`config.mk`:
```
export PLATFORM = sky130hd
export DESIGN_NAME = scancode_set1_to_ascii_decoder_top
export DESIGN_NICKNAME = d
export VERILOG_FILES = /design/src/sc1a_pkg.sv /design/src/scancode_set1_to_ascii_decoder_top.sv
export SDC_FILE = /design/constraint.sdc
export NUM_CORES = 1
export LEC_CHECK = 0
export BUFFER_PORTS_ARGS = -buffer_cell sky130_fd_sc_hd__buf_2
export CAP_MARGIN = 5
export CORE_ASPECT_RATIO = 0.75
export CORE_MARGIN = 1.5
export CORE_UTILIZATION = 35
export DETAILED_ROUTE_END_ITERATION = 6
export GPL_TIMING_DRIVEN = 0
export PLACE_DENSITY = 0.51
export SYNTH_ARGS = -nofsm -noshare
export SYNTH_HDL_FRONTEND = slang
export SYNTH_SLANG_ARGS = --single-unit
```
`constraint.sdc`:
```
create_clock -name aclk -period 2.85 [get_ports aclk]
set_clock_uncertainty 0.1 [all_clocks]
set_input_delay 0.4275 -clock aclk [delete_from_list [all_inputs] [get_ports aclk]]
set_output_delay 0.4275 -clock aclk [all_outputs]
set_load 0.02 [all_outputs]
```
`src/sc1a_pkg.sv`:
```
`default_nettype none

package sc1a_pkg;

    localparam int unsigned KEY_ROWS = 96;
    localparam logic [7:0] KEY_ROWS_LIMIT = 8'(KEY_ROWS);

    localparam logic [7:0] PREFIX_BYTE = 8'hE0;
    localparam logic [6:0] K_CTRL = 7'h1D;
    localparam logic [6:0] K_SHIFT_L = 7'h2A;
    localparam logic [6:0] K_SHIFT_R = 7'h36;
    localparam logic [6:0] K_ALT = 7'h38;
    localparam logic [6:0] K_SPACE = 7'h39;
    localparam logic [6:0] K_CAPS = 7'h3A;
    localparam logic [6:0] K_NUM = 7'h45;
    localparam logic [6:0] K_SCROLL = 7'h46;

    localparam logic [6:0] ASCII_LOWER_A = 7'h61;
    localparam logic [6:0] ASCII_LOWER_Z = 7'h7A;

    typedef struct packed {
        logic [6:0] shifted;
        logic [6:0] plain;
    } rom_entry_t;

    function automatic rom_entry_t char_rom(input logic [6:0] code);
        rom_entry_t e;
        e = '{shifted: 7'h00, plain: 7'h00};
        unique case (code)
            7'h01: e = '{shifted: 7'h1B, plain: 7'h1B};
            7'h02: e = '{shifted: 7'h21, plain: 7'h31};
            7'h03: e = '{shifted: 7'h40, plain: 7'h32};
            7'h04: e = '{shifted: 7'h23, plain: 7'h33};
            7'h05: e = '{shifted: 7'h24, plain: 7'h34};
            7'h06: e = '{shifted: 7'h25, plain: 7'h35};
            7'h07: e = '{shifted: 7'h5E, plain: 7'h36};
            7'h08: e = '{shifted: 7'h26, plain: 7'h37};
            7'h09: e = '{shifted: 7'h2A, plain: 7'h38};
            7'h0A: e = '{shifted: 7'h28, plain: 7'h39};
            7'h0B: e = '{shifted: 7'h29, plain: 7'h30};
            7'h0C: e = '{shifted: 7'h5F, plain: 7'h2D};
            7'h0D: e = '{shifted: 7'h2B, plain: 7'h3D};
            7'h0E: e = '{shifted: 7'h08, plain: 7'h08};
            7'h0F: e = '{shifted: 7'h09, plain: 7'h09};
            7'h10: e = '{shifted: 7'h51, plain: 7'h71};
            7'h11: e = '{shifted: 7'h57, plain: 7'h77};
            7'h12: e = '{shifted: 7'h45, plain: 7'h65};
            7'h13: e = '{shifted: 7'h52, plain: 7'h72};
            7'h14: e = '{shifted: 7'h54, plain: 7'h74};
            7'h15: e = '{shifted: 7'h59, plain: 7'h79};
            7'h16: e = '{shifted: 7'h55, plain: 7'h75};
            7'h17: e = '{shifted: 7'h49, plain: 7'h69};
            7'h18: e = '{shifted: 7'h4F, plain: 7'h6F};
            7'h19: e = '{shifted: 7'h50, plain: 7'h70};
            7'h1A: e = '{shifted: 7'h7B, plain: 7'h5B};
            7'h1B: e = '{shifted: 7'h7D, plain: 7'h5D};
            7'h1C: e = '{shifted: 7'h0A, plain: 7'h0A};
            7'h1E: e = '{shifted: 7'h41, plain: 7'h61};
            7'h1F: e = '{shifted: 7'h53, plain: 7'h73};
            7'h20: e = '{shifted: 7'h44, plain: 7'h64};
            7'h21: e = '{shifted: 7'h46, plain: 7'h66};
            7'h22: e = '{shifted: 7'h47, plain: 7'h67};
            7'h23: e = '{shifted: 7'h48, plain: 7'h68};
            7'h24: e = '{shifted: 7'h4A, plain: 7'h6A};
            7'h25: e = '{shifted: 7'h4B, plain: 7'h6B};
            7'h26: e = '{shifted: 7'h4C, plain: 7'h6C};
            7'h27: e = '{shifted: 7'h3A, plain: 7'h3B};
            7'h28: e = '{shifted: 7'h22, plain: 7'h27};
            7'h29: e = '{shifted: 7'h7E, plain: 7'h60};
            7'h2B: e = '{shifted: 7'h7C, plain: 7'h5C};
            7'h2C: e = '{shifted: 7'h5A, plain: 7'h7A};
            7'h2D: e = '{shifted: 7'h58, plain: 7'h78};
            7'h2E: e = '{shifted: 7'h43, plain: 7'h63};
            7'h2F: e = '{shifted: 7'h56, plain: 7'h76};
            7'h30: e = '{shifted: 7'h42, plain: 7'h62};
            7'h31: e = '{shifted: 7'h4E, plain: 7'h6E};
            7'h32: e = '{shifted: 7'h4D, plain: 7'h6D};
            7'h33: e = '{shifted: 7'h3C, plain: 7'h2C};
            7'h34: e = '{shifted: 7'h3E, plain: 7'h2E};
            7'h35: e = '{shifted: 7'h3F, plain: 7'h2F};
            7'h37: e = '{shifted: 7'h2A, plain: 7'h2A};
            7'h39: e = '{shifted: 7'h20, plain: 7'h20};
            7'h47: e = '{shifted: 7'h00, plain: 7'h37};
            7'h48: e = '{shifted: 7'h00, plain: 7'h38};
            7'h49: e = '{shifted: 7'h00, plain: 7'h39};
            7'h4A: e = '{shifted: 7'h2D, plain: 7'h2D};
            7'h4B: e = '{shifted: 7'h00, plain: 7'h34};
            7'h4C: e = '{shifted: 7'h00, plain: 7'h35};
            7'h4D: e = '{shifted: 7'h00, plain: 7'h36};
            7'h4E: e = '{shifted: 7'h2B, plain: 7'h2B};
            7'h4F: e = '{shifted: 7'h00, plain: 7'h31};
            7'h50: e = '{shifted: 7'h00, plain: 7'h32};
            7'h51: e = '{shifted: 7'h00, plain: 7'h33};
            7'h52: e = '{shifted: 7'h00, plain: 7'h30};
            7'h53: e = '{shifted: 7'h7F, plain: 7'h2E};
            default: e = '{shifted: 7'h00, plain: 7'h00};
        endcase
        return e;
    endfunction

endpackage

`default_nettype wire

```
`src/scancode_set1_to_ascii_decoder_top.sv`:
```
`default_nettype none

// Set-1 scancode to ASCII decoder. Each byte on the s_ side gives exactly one result on the
// m_ side, in order. A byte is captured in an input register; table lookup and flag update
// move it into the result register, so one byte per cycle is sustained while m_tready stays
// high. Byte 0xE0 arms the extended prefix for the next byte; codes at and above KEY_ROWS are
// ignored (the prefix is still consumed). The lock keys toggle on every press and raise
// leds_update. Only the modifier keys (shifts, ctrl, alt) are tracked as held, since no other
// held key changes any result.
module scancode_set1_to_ascii_decoder_top
    import sc1a_pkg::*;
(
    input  wire logic        aclk,
    input  wire logic        aresetn,
    input  wire logic        s_tvalid,
    output logic             s_tready,
    input  wire logic [7:0]  s_tdata,   // scan_byte
    output logic             m_tvalid,
    input  wire logic        m_tready,
    // char_valid[0], char_code[7:1], leds_update[8], led_bits[11:9],
    // shift_active[12], ctrl_active[13], alt_active[14], zero[15]
    output logic [15:0]      m_tdata
);

    typedef struct packed {
        logic prefix;
        logic caps;
        logic num;
        logic scroll;
        logic shift_l;
        logic shift_r;
        logic ctrl_n;
        logic ctrl_e;
        logic alt_n;
        logic alt_e;
    } kbd_state_t;

    logic        in_valid_reg, in_valid_next;
    logic [7:0]  in_data_reg, in_data_next;
    logic        out_valid_reg, out_valid_next;
    logic [14:0] out_data_reg, out_data_next;
    kbd_state_t  state_reg, state_next;

    logic        out_ready;
    logic        advance;
    logic [7:0]  b;
    logic [6:0]  code;
    logic        is_prefix;
    logic        in_range;
    logic        ext;
    logic        key_hit;
    logic        press;
    logic        lock_hit;
    logic        shift_sel;
    logic        is_lower;
    rom_entry_t  entry;
    logic [6:0]  ch;
    logic        ch_valid;

    assign out_ready = !out_valid_reg || m_tready;
    assign advance   = in_valid_reg && out_ready;
    assign s_tready  = !in_valid_reg || out_ready;
    assign m_tvalid  = out_valid_reg;
    assign m_tdata   = {1'b0, out_data_reg};

    always_comb begin
        b         = in_data_reg;
        code      = b[6:0];
        is_prefix = (b == PREFIX_BYTE);
        in_range  = ({1'b0, code} < KEY_ROWS_LIMIT);
        ext       = state_reg.prefix;
        key_hit   = !is_prefix && in_range;
        press     = key_hit && !b[7];
        lock_hit  = press && (code == K_CAPS || code == K_NUM || code == K_SCROLL);

        state_next        = state_reg;
        state_next.prefix = is_prefix;
        if (key_hit) begin
            if (ext) begin
                if (code == K_CTRL) state_next.ctrl_e = !b[7];
                if (code == K_ALT) state_next.alt_e = !b[7];
            end else begin
                if (code == K_SHIFT_L) state_next.shift_l = !b[7];
                if (code == K_SHIFT_R) state_next.shift_r = !b[7];
                if (code == K_CTRL) state_next.ctrl_n = !b[7];
                if (code == K_ALT) state_next.alt_n = !b[7];
            end
        end
        if (press && code == K_CAPS) state_next.caps = !state_reg.caps;
        if (press && code == K_NUM) state_next.num = !state_reg.num;
        if (press && code == K_SCROLL) state_next.scroll = !state_reg.scroll;

        // caps flips case for letters only, held shift flips every key
        entry     = char_rom(code);
        is_lower  = (entry.plain >= ASCII_LOWER_A) && (entry.plain <= ASCII_LOWER_Z);
        shift_sel = (state_next.caps && is_lower)
                  ^ (state_next.shift_l || state_next.shift_r);
        if ((ext && code == K_SPACE) || shift_sel) begin
            ch = entry.shifted;
        end else begin
            ch = entry.plain;
        end
        ch_valid = press && (ch != 7'h00);

        out_data_next = {
            state_next.alt_n || state_next.alt_e,
            state_next.ctrl_n || state_next.ctrl_e,
            state_next.shift_l || state_next.shift_r,
            state_next.caps, state_next.num, state_next.scroll,
            lock_hit,
            ch_valid ? ch : 7'h00,
            ch_valid
        };
    end

    always_comb begin
        in_valid_next = in_valid_reg;
        in_data_next  = in_data_reg;
        if (s_tvalid && s_tready) begin
            in_valid_next = 1'b1;
            in_data_next  = s_tdata;
        end else if (advance) begin
            in_valid_next = 1'b0;
        end
        out_valid_next = out_valid_reg;
        if (advance) begin
            out_valid_next = 1'b1;
        end else if (m_tready) begin
            out_valid_next = 1'b0;
        end
    end

    always_ff @(posedge aclk) begin
        if (!aresetn) begin
            in_valid_reg  <= 1'b0;
            out_valid_reg <= 1'b0;
            state_reg     <= '0;
        end else begin
            in_valid_reg  <= in_valid_next;
            out_valid_reg <= out_valid_next;
            if (advance) state_reg <= state_next;
        end
    end

    always_ff @(posedge aclk) begin
        in_data_reg <= in_data_next;
        if (advance) out_data_reg <= out_data_next;
    end

    // a produced character is never code zero
    assert property (@(posedge aclk) disable iff (!aresetn)
        (out_valid_reg && out_data_reg[0]) |-> (out_data_reg[7:1] != 7'h00))
        else $error("char_valid with zero char_code");

    // a lock press always changes the led bits
    assert property (@(posedge aclk) disable iff (!aresetn)
        (advance && lock_hit) |=>
            ({state_reg.caps, state_reg.num, state_reg.scroll}
             != $past({state_reg.caps, state_reg.num, state_reg.scroll})))
        else $error("lock press did not toggle led bits");

    // the prefix flag only rises on a prefix byte
    assert property (@(posedge aclk) disable iff (!aresetn)
        $rose(state_reg.prefix) |-> $past(advance && is_prefix))
        else $error("prefix flag set without prefix byte");

    // state only changes when an item moves to the result register
    assert property (@(posedge aclk) disable iff (!aresetn)
        !advance |=> $stable(state_reg))
        else $error("keyboard state changed without an item");

endmodule

`default_nettype wire
```
==> results.json <==
{
  "via_count": 4298,
  "syn-cell-area_um2": 3970,
  "drt_pass1_iterations": 7,
  "worstSetupPathType": "flip-flop to flip-flop",
  "num_rows": 33,
  "fin_cells": 665,
  "syn_inst": 479,
  "ys_warn_count": 0,
  "root_buffer": "clkbuf_16",
  "dp_hpwl_um": 10500,
  "cts_buffers": 5,
  "place_ws_ns": -0.860,
  "layout.cells.most_common": "nand2_1",
  "antenna_found_initial": 1,
  "syn_to_final_growth_pct": 17.6,
  "power_density_nw_per_um2": 448,
  "async_reset_ff_share_pct": 0,
  "coreArea_um2": 11000,
  "cts_max_level": 2,
  "nNetsFinal": 547,
  "clkLatencyLatePin_ns": 0.29,
  "route.detailed.drc": 0,
  "hold_violations": 0,
  "power_mw": 2.09,
  "crit_arrival_ns": 2.87,
  "io_buffer_count": 28,
  "syn_nets": 502,
  "synth_edf_count": 23,
  "setup_slack_ns": 0.0353,
  "clock_sinks": 49,
  "relSlewSlack_pct": 42.0,
  "die_x_um": 126,
  "critical_path_peak_fanout": 8,
  "overflow": 0,
  "place_inst": 647,
  "hold_class": "input pin to flip-flop",
  "grt_pass1_wl_um": 21700,
  "initial_core_util_pct": 36.2,
  "viasPerCell": 6.46,
  "syn_area_per_cell_um2": 8.30,
  "final_cell_mix": "nand2_1, buf_2, o21ai_0",
  "clk_path_buf_depth": 2,
  "die-area_um2": 12000,
  "grt_pass1_vias": 3849,
  "endpoint_kind": "flip-flop",
  "min_from": "s_tdata[7]",
  "pin_count": 30,
  "status": "finished clean",
  "grt_max_degree": 18,
  "routed_wl_um": 14000,
  "wl_per_cell_um": 21.1,
  "final_util_pct": 42.6,
  "ant_nets": 0,
  "p_leak_nw": 1.74,
  "grt_use_total_pct": 23.4,
  "peakVddDrop_uv": 205,
  "n_antenna_cell": 0,
  "startpoint_type": "flip-flop",
  "cts_tree": "yes",
  "synth.distinct_cells": 78,
  "drt-initial-drc-count": 595,
  "synthFlopType": "dfxtp_1",
  "rr_startpoint": "m_tvalid",
  "holdBufCountCts": 0,
  "seq_area_frac_synth_pct": 30.5,
  "drive_above_1_share_pct": 21.7,
  "path_clk_slew_ns": 0.07,
  "critPathLaunch": "m_tvalid",
  "fmax_mhz": 355,
  "yosys_register_bits": 49,
  "tightest_slew_ns": 0.867,
  "die_h_um": 95.3,
  "fin_crit_ns": 2.81,
  "gp_congestion": 0.955,
  "slew_violations": 0,
  "max_cap_violations": 0,
  "finalSetupViolations": 0,
  "post-route-period-util_pct": 98.8,
  "required_ns": 2.91,
  "largest_register_ffs": 15
}
worst paths after layout:
| check | endpoint | slack [ns] | depth (start not counted) |
|---|---|---|---|
| setup reg to reg | entry[10] | 0.04 | 12 |
| hold / removal | b[7] | 0.21 | 1 |
| hold reg to reg | state_reg[0] | 0.40 | 1 |
| setup / recovery | entry[10] | 0.04 | 12 |
critical path, cell delays in order (launching register included):
cell,delay (ns)
dfxtp_2,0.35
and3b_2,0.26
inv_4,0.10
nand2_1,0.10
inv_2,0.09
mux2_4,0.36
inv_6,0.08
ha_2,0.29
inv_1,0.10
a21oi_1,0.25
o21ai_0,0.16
a211oi_1,0.36
a311oi_2,0.08
cell families (layout without fill, tap and decap cells):
logic type,after synthesis,after routing,synth area share (%)
other cells,1,1,0.0944
mux,5,5,1.35
xor+xnor,9,9,2.17
fa+ha+maj,11,11,3.46
simple gates,158,158,21.7
compound gates,187,187,34.1
buf+inv,59,105,6.67
flops,49,49,30.5
Yosys cell counts, drive strengths merged (5+ instances only):
master | instances | area (um^2)
a211o | 5 | 43.8
a211oi | 7 | 65.1
a21boi | 6 | 45.1
a21o | 7 | 52.6
a21oi | 27 | 135
a32o | 5 | 50.1
and2 | 5 | 31.3
buf | 19 | 115
clkbuf | 23 | 86.3
dfxtp | 26 | 521
edfxtp | 23 | 691
ha | 11 | 138
inv | 17 | 63.8
nand2 | 45 | 169
nand2b | 13 | 88.8
nand3 | 15 | 75.1
nand4 | 6 | 37.5
nand4b | 5 | 43.8
nor2 | 22 | 82.6
nor2b | 5 | 31.3
nor3 | 14 | 70.1
o2111ai | 7 | 61.3
o211a | 9 | 90.1
o211ai | 17 | 128
o21ai | 40 | 200
o31ai | 7 | 52.6
or4 | 8 | 63.8
xnor2 | 7 | 68.8
through the flow:
stage               hold WS [ns]  setup TNS, ns  instance area [um^2]
finish                     0.212              0                  4670
global route               0.213        -0.0153                  4670
CTS                        0.209              0                  4530
detailed placement         0.389          -8.81                  4290
global placement           0.386         -10.60                  4290
floorplan                  0.373              0                  3980
per-layer routing:
metal  track usage [%]  vias to the layer above  routed length (um)
li1                  -                     1954                   -
met1              33.0                     2000                6410
met2              34.8                      277                5640
met3              5.05                       65                1440
met4              9.67                        2                 552
met5                 0                        -                  12
where the power goes:
part | switching (mW) | internal, mW | total (mW)
Combinational | 0.426 | 0.224 | 0.651
Clock | 0.277 | 0.332 | 0.609
Sequential | 0.0377 | 0.795 | 0.833
Total | 0.741 | 1.35 | 2.09
cell type report:
type / instances / area (um^2)
Sequential cell: 49 / 1210
Buffer: 41 / 218
Clock buffer: 5 / 125
Fill cell: 1114 / 6310
Inverter: 17 / 75.1
Tap cell: 140 / 175
Clock inverter: 3 / 25.0
Timing Repair Buffer: 39 / 223
Multi-Input combinational cell: 371 / 2620
what timing repair did:
item / 4_1_cts / 5_1_grt
resized for setup: 20 / 34
endpoints found under the setup margin: 21 / 22
buffers inserted: 3 / 8
pin swaps: 4 / 5
endpoints found under the hold margin: 0 / 0
Note: power is estimated with default switching activity, not from simulation.
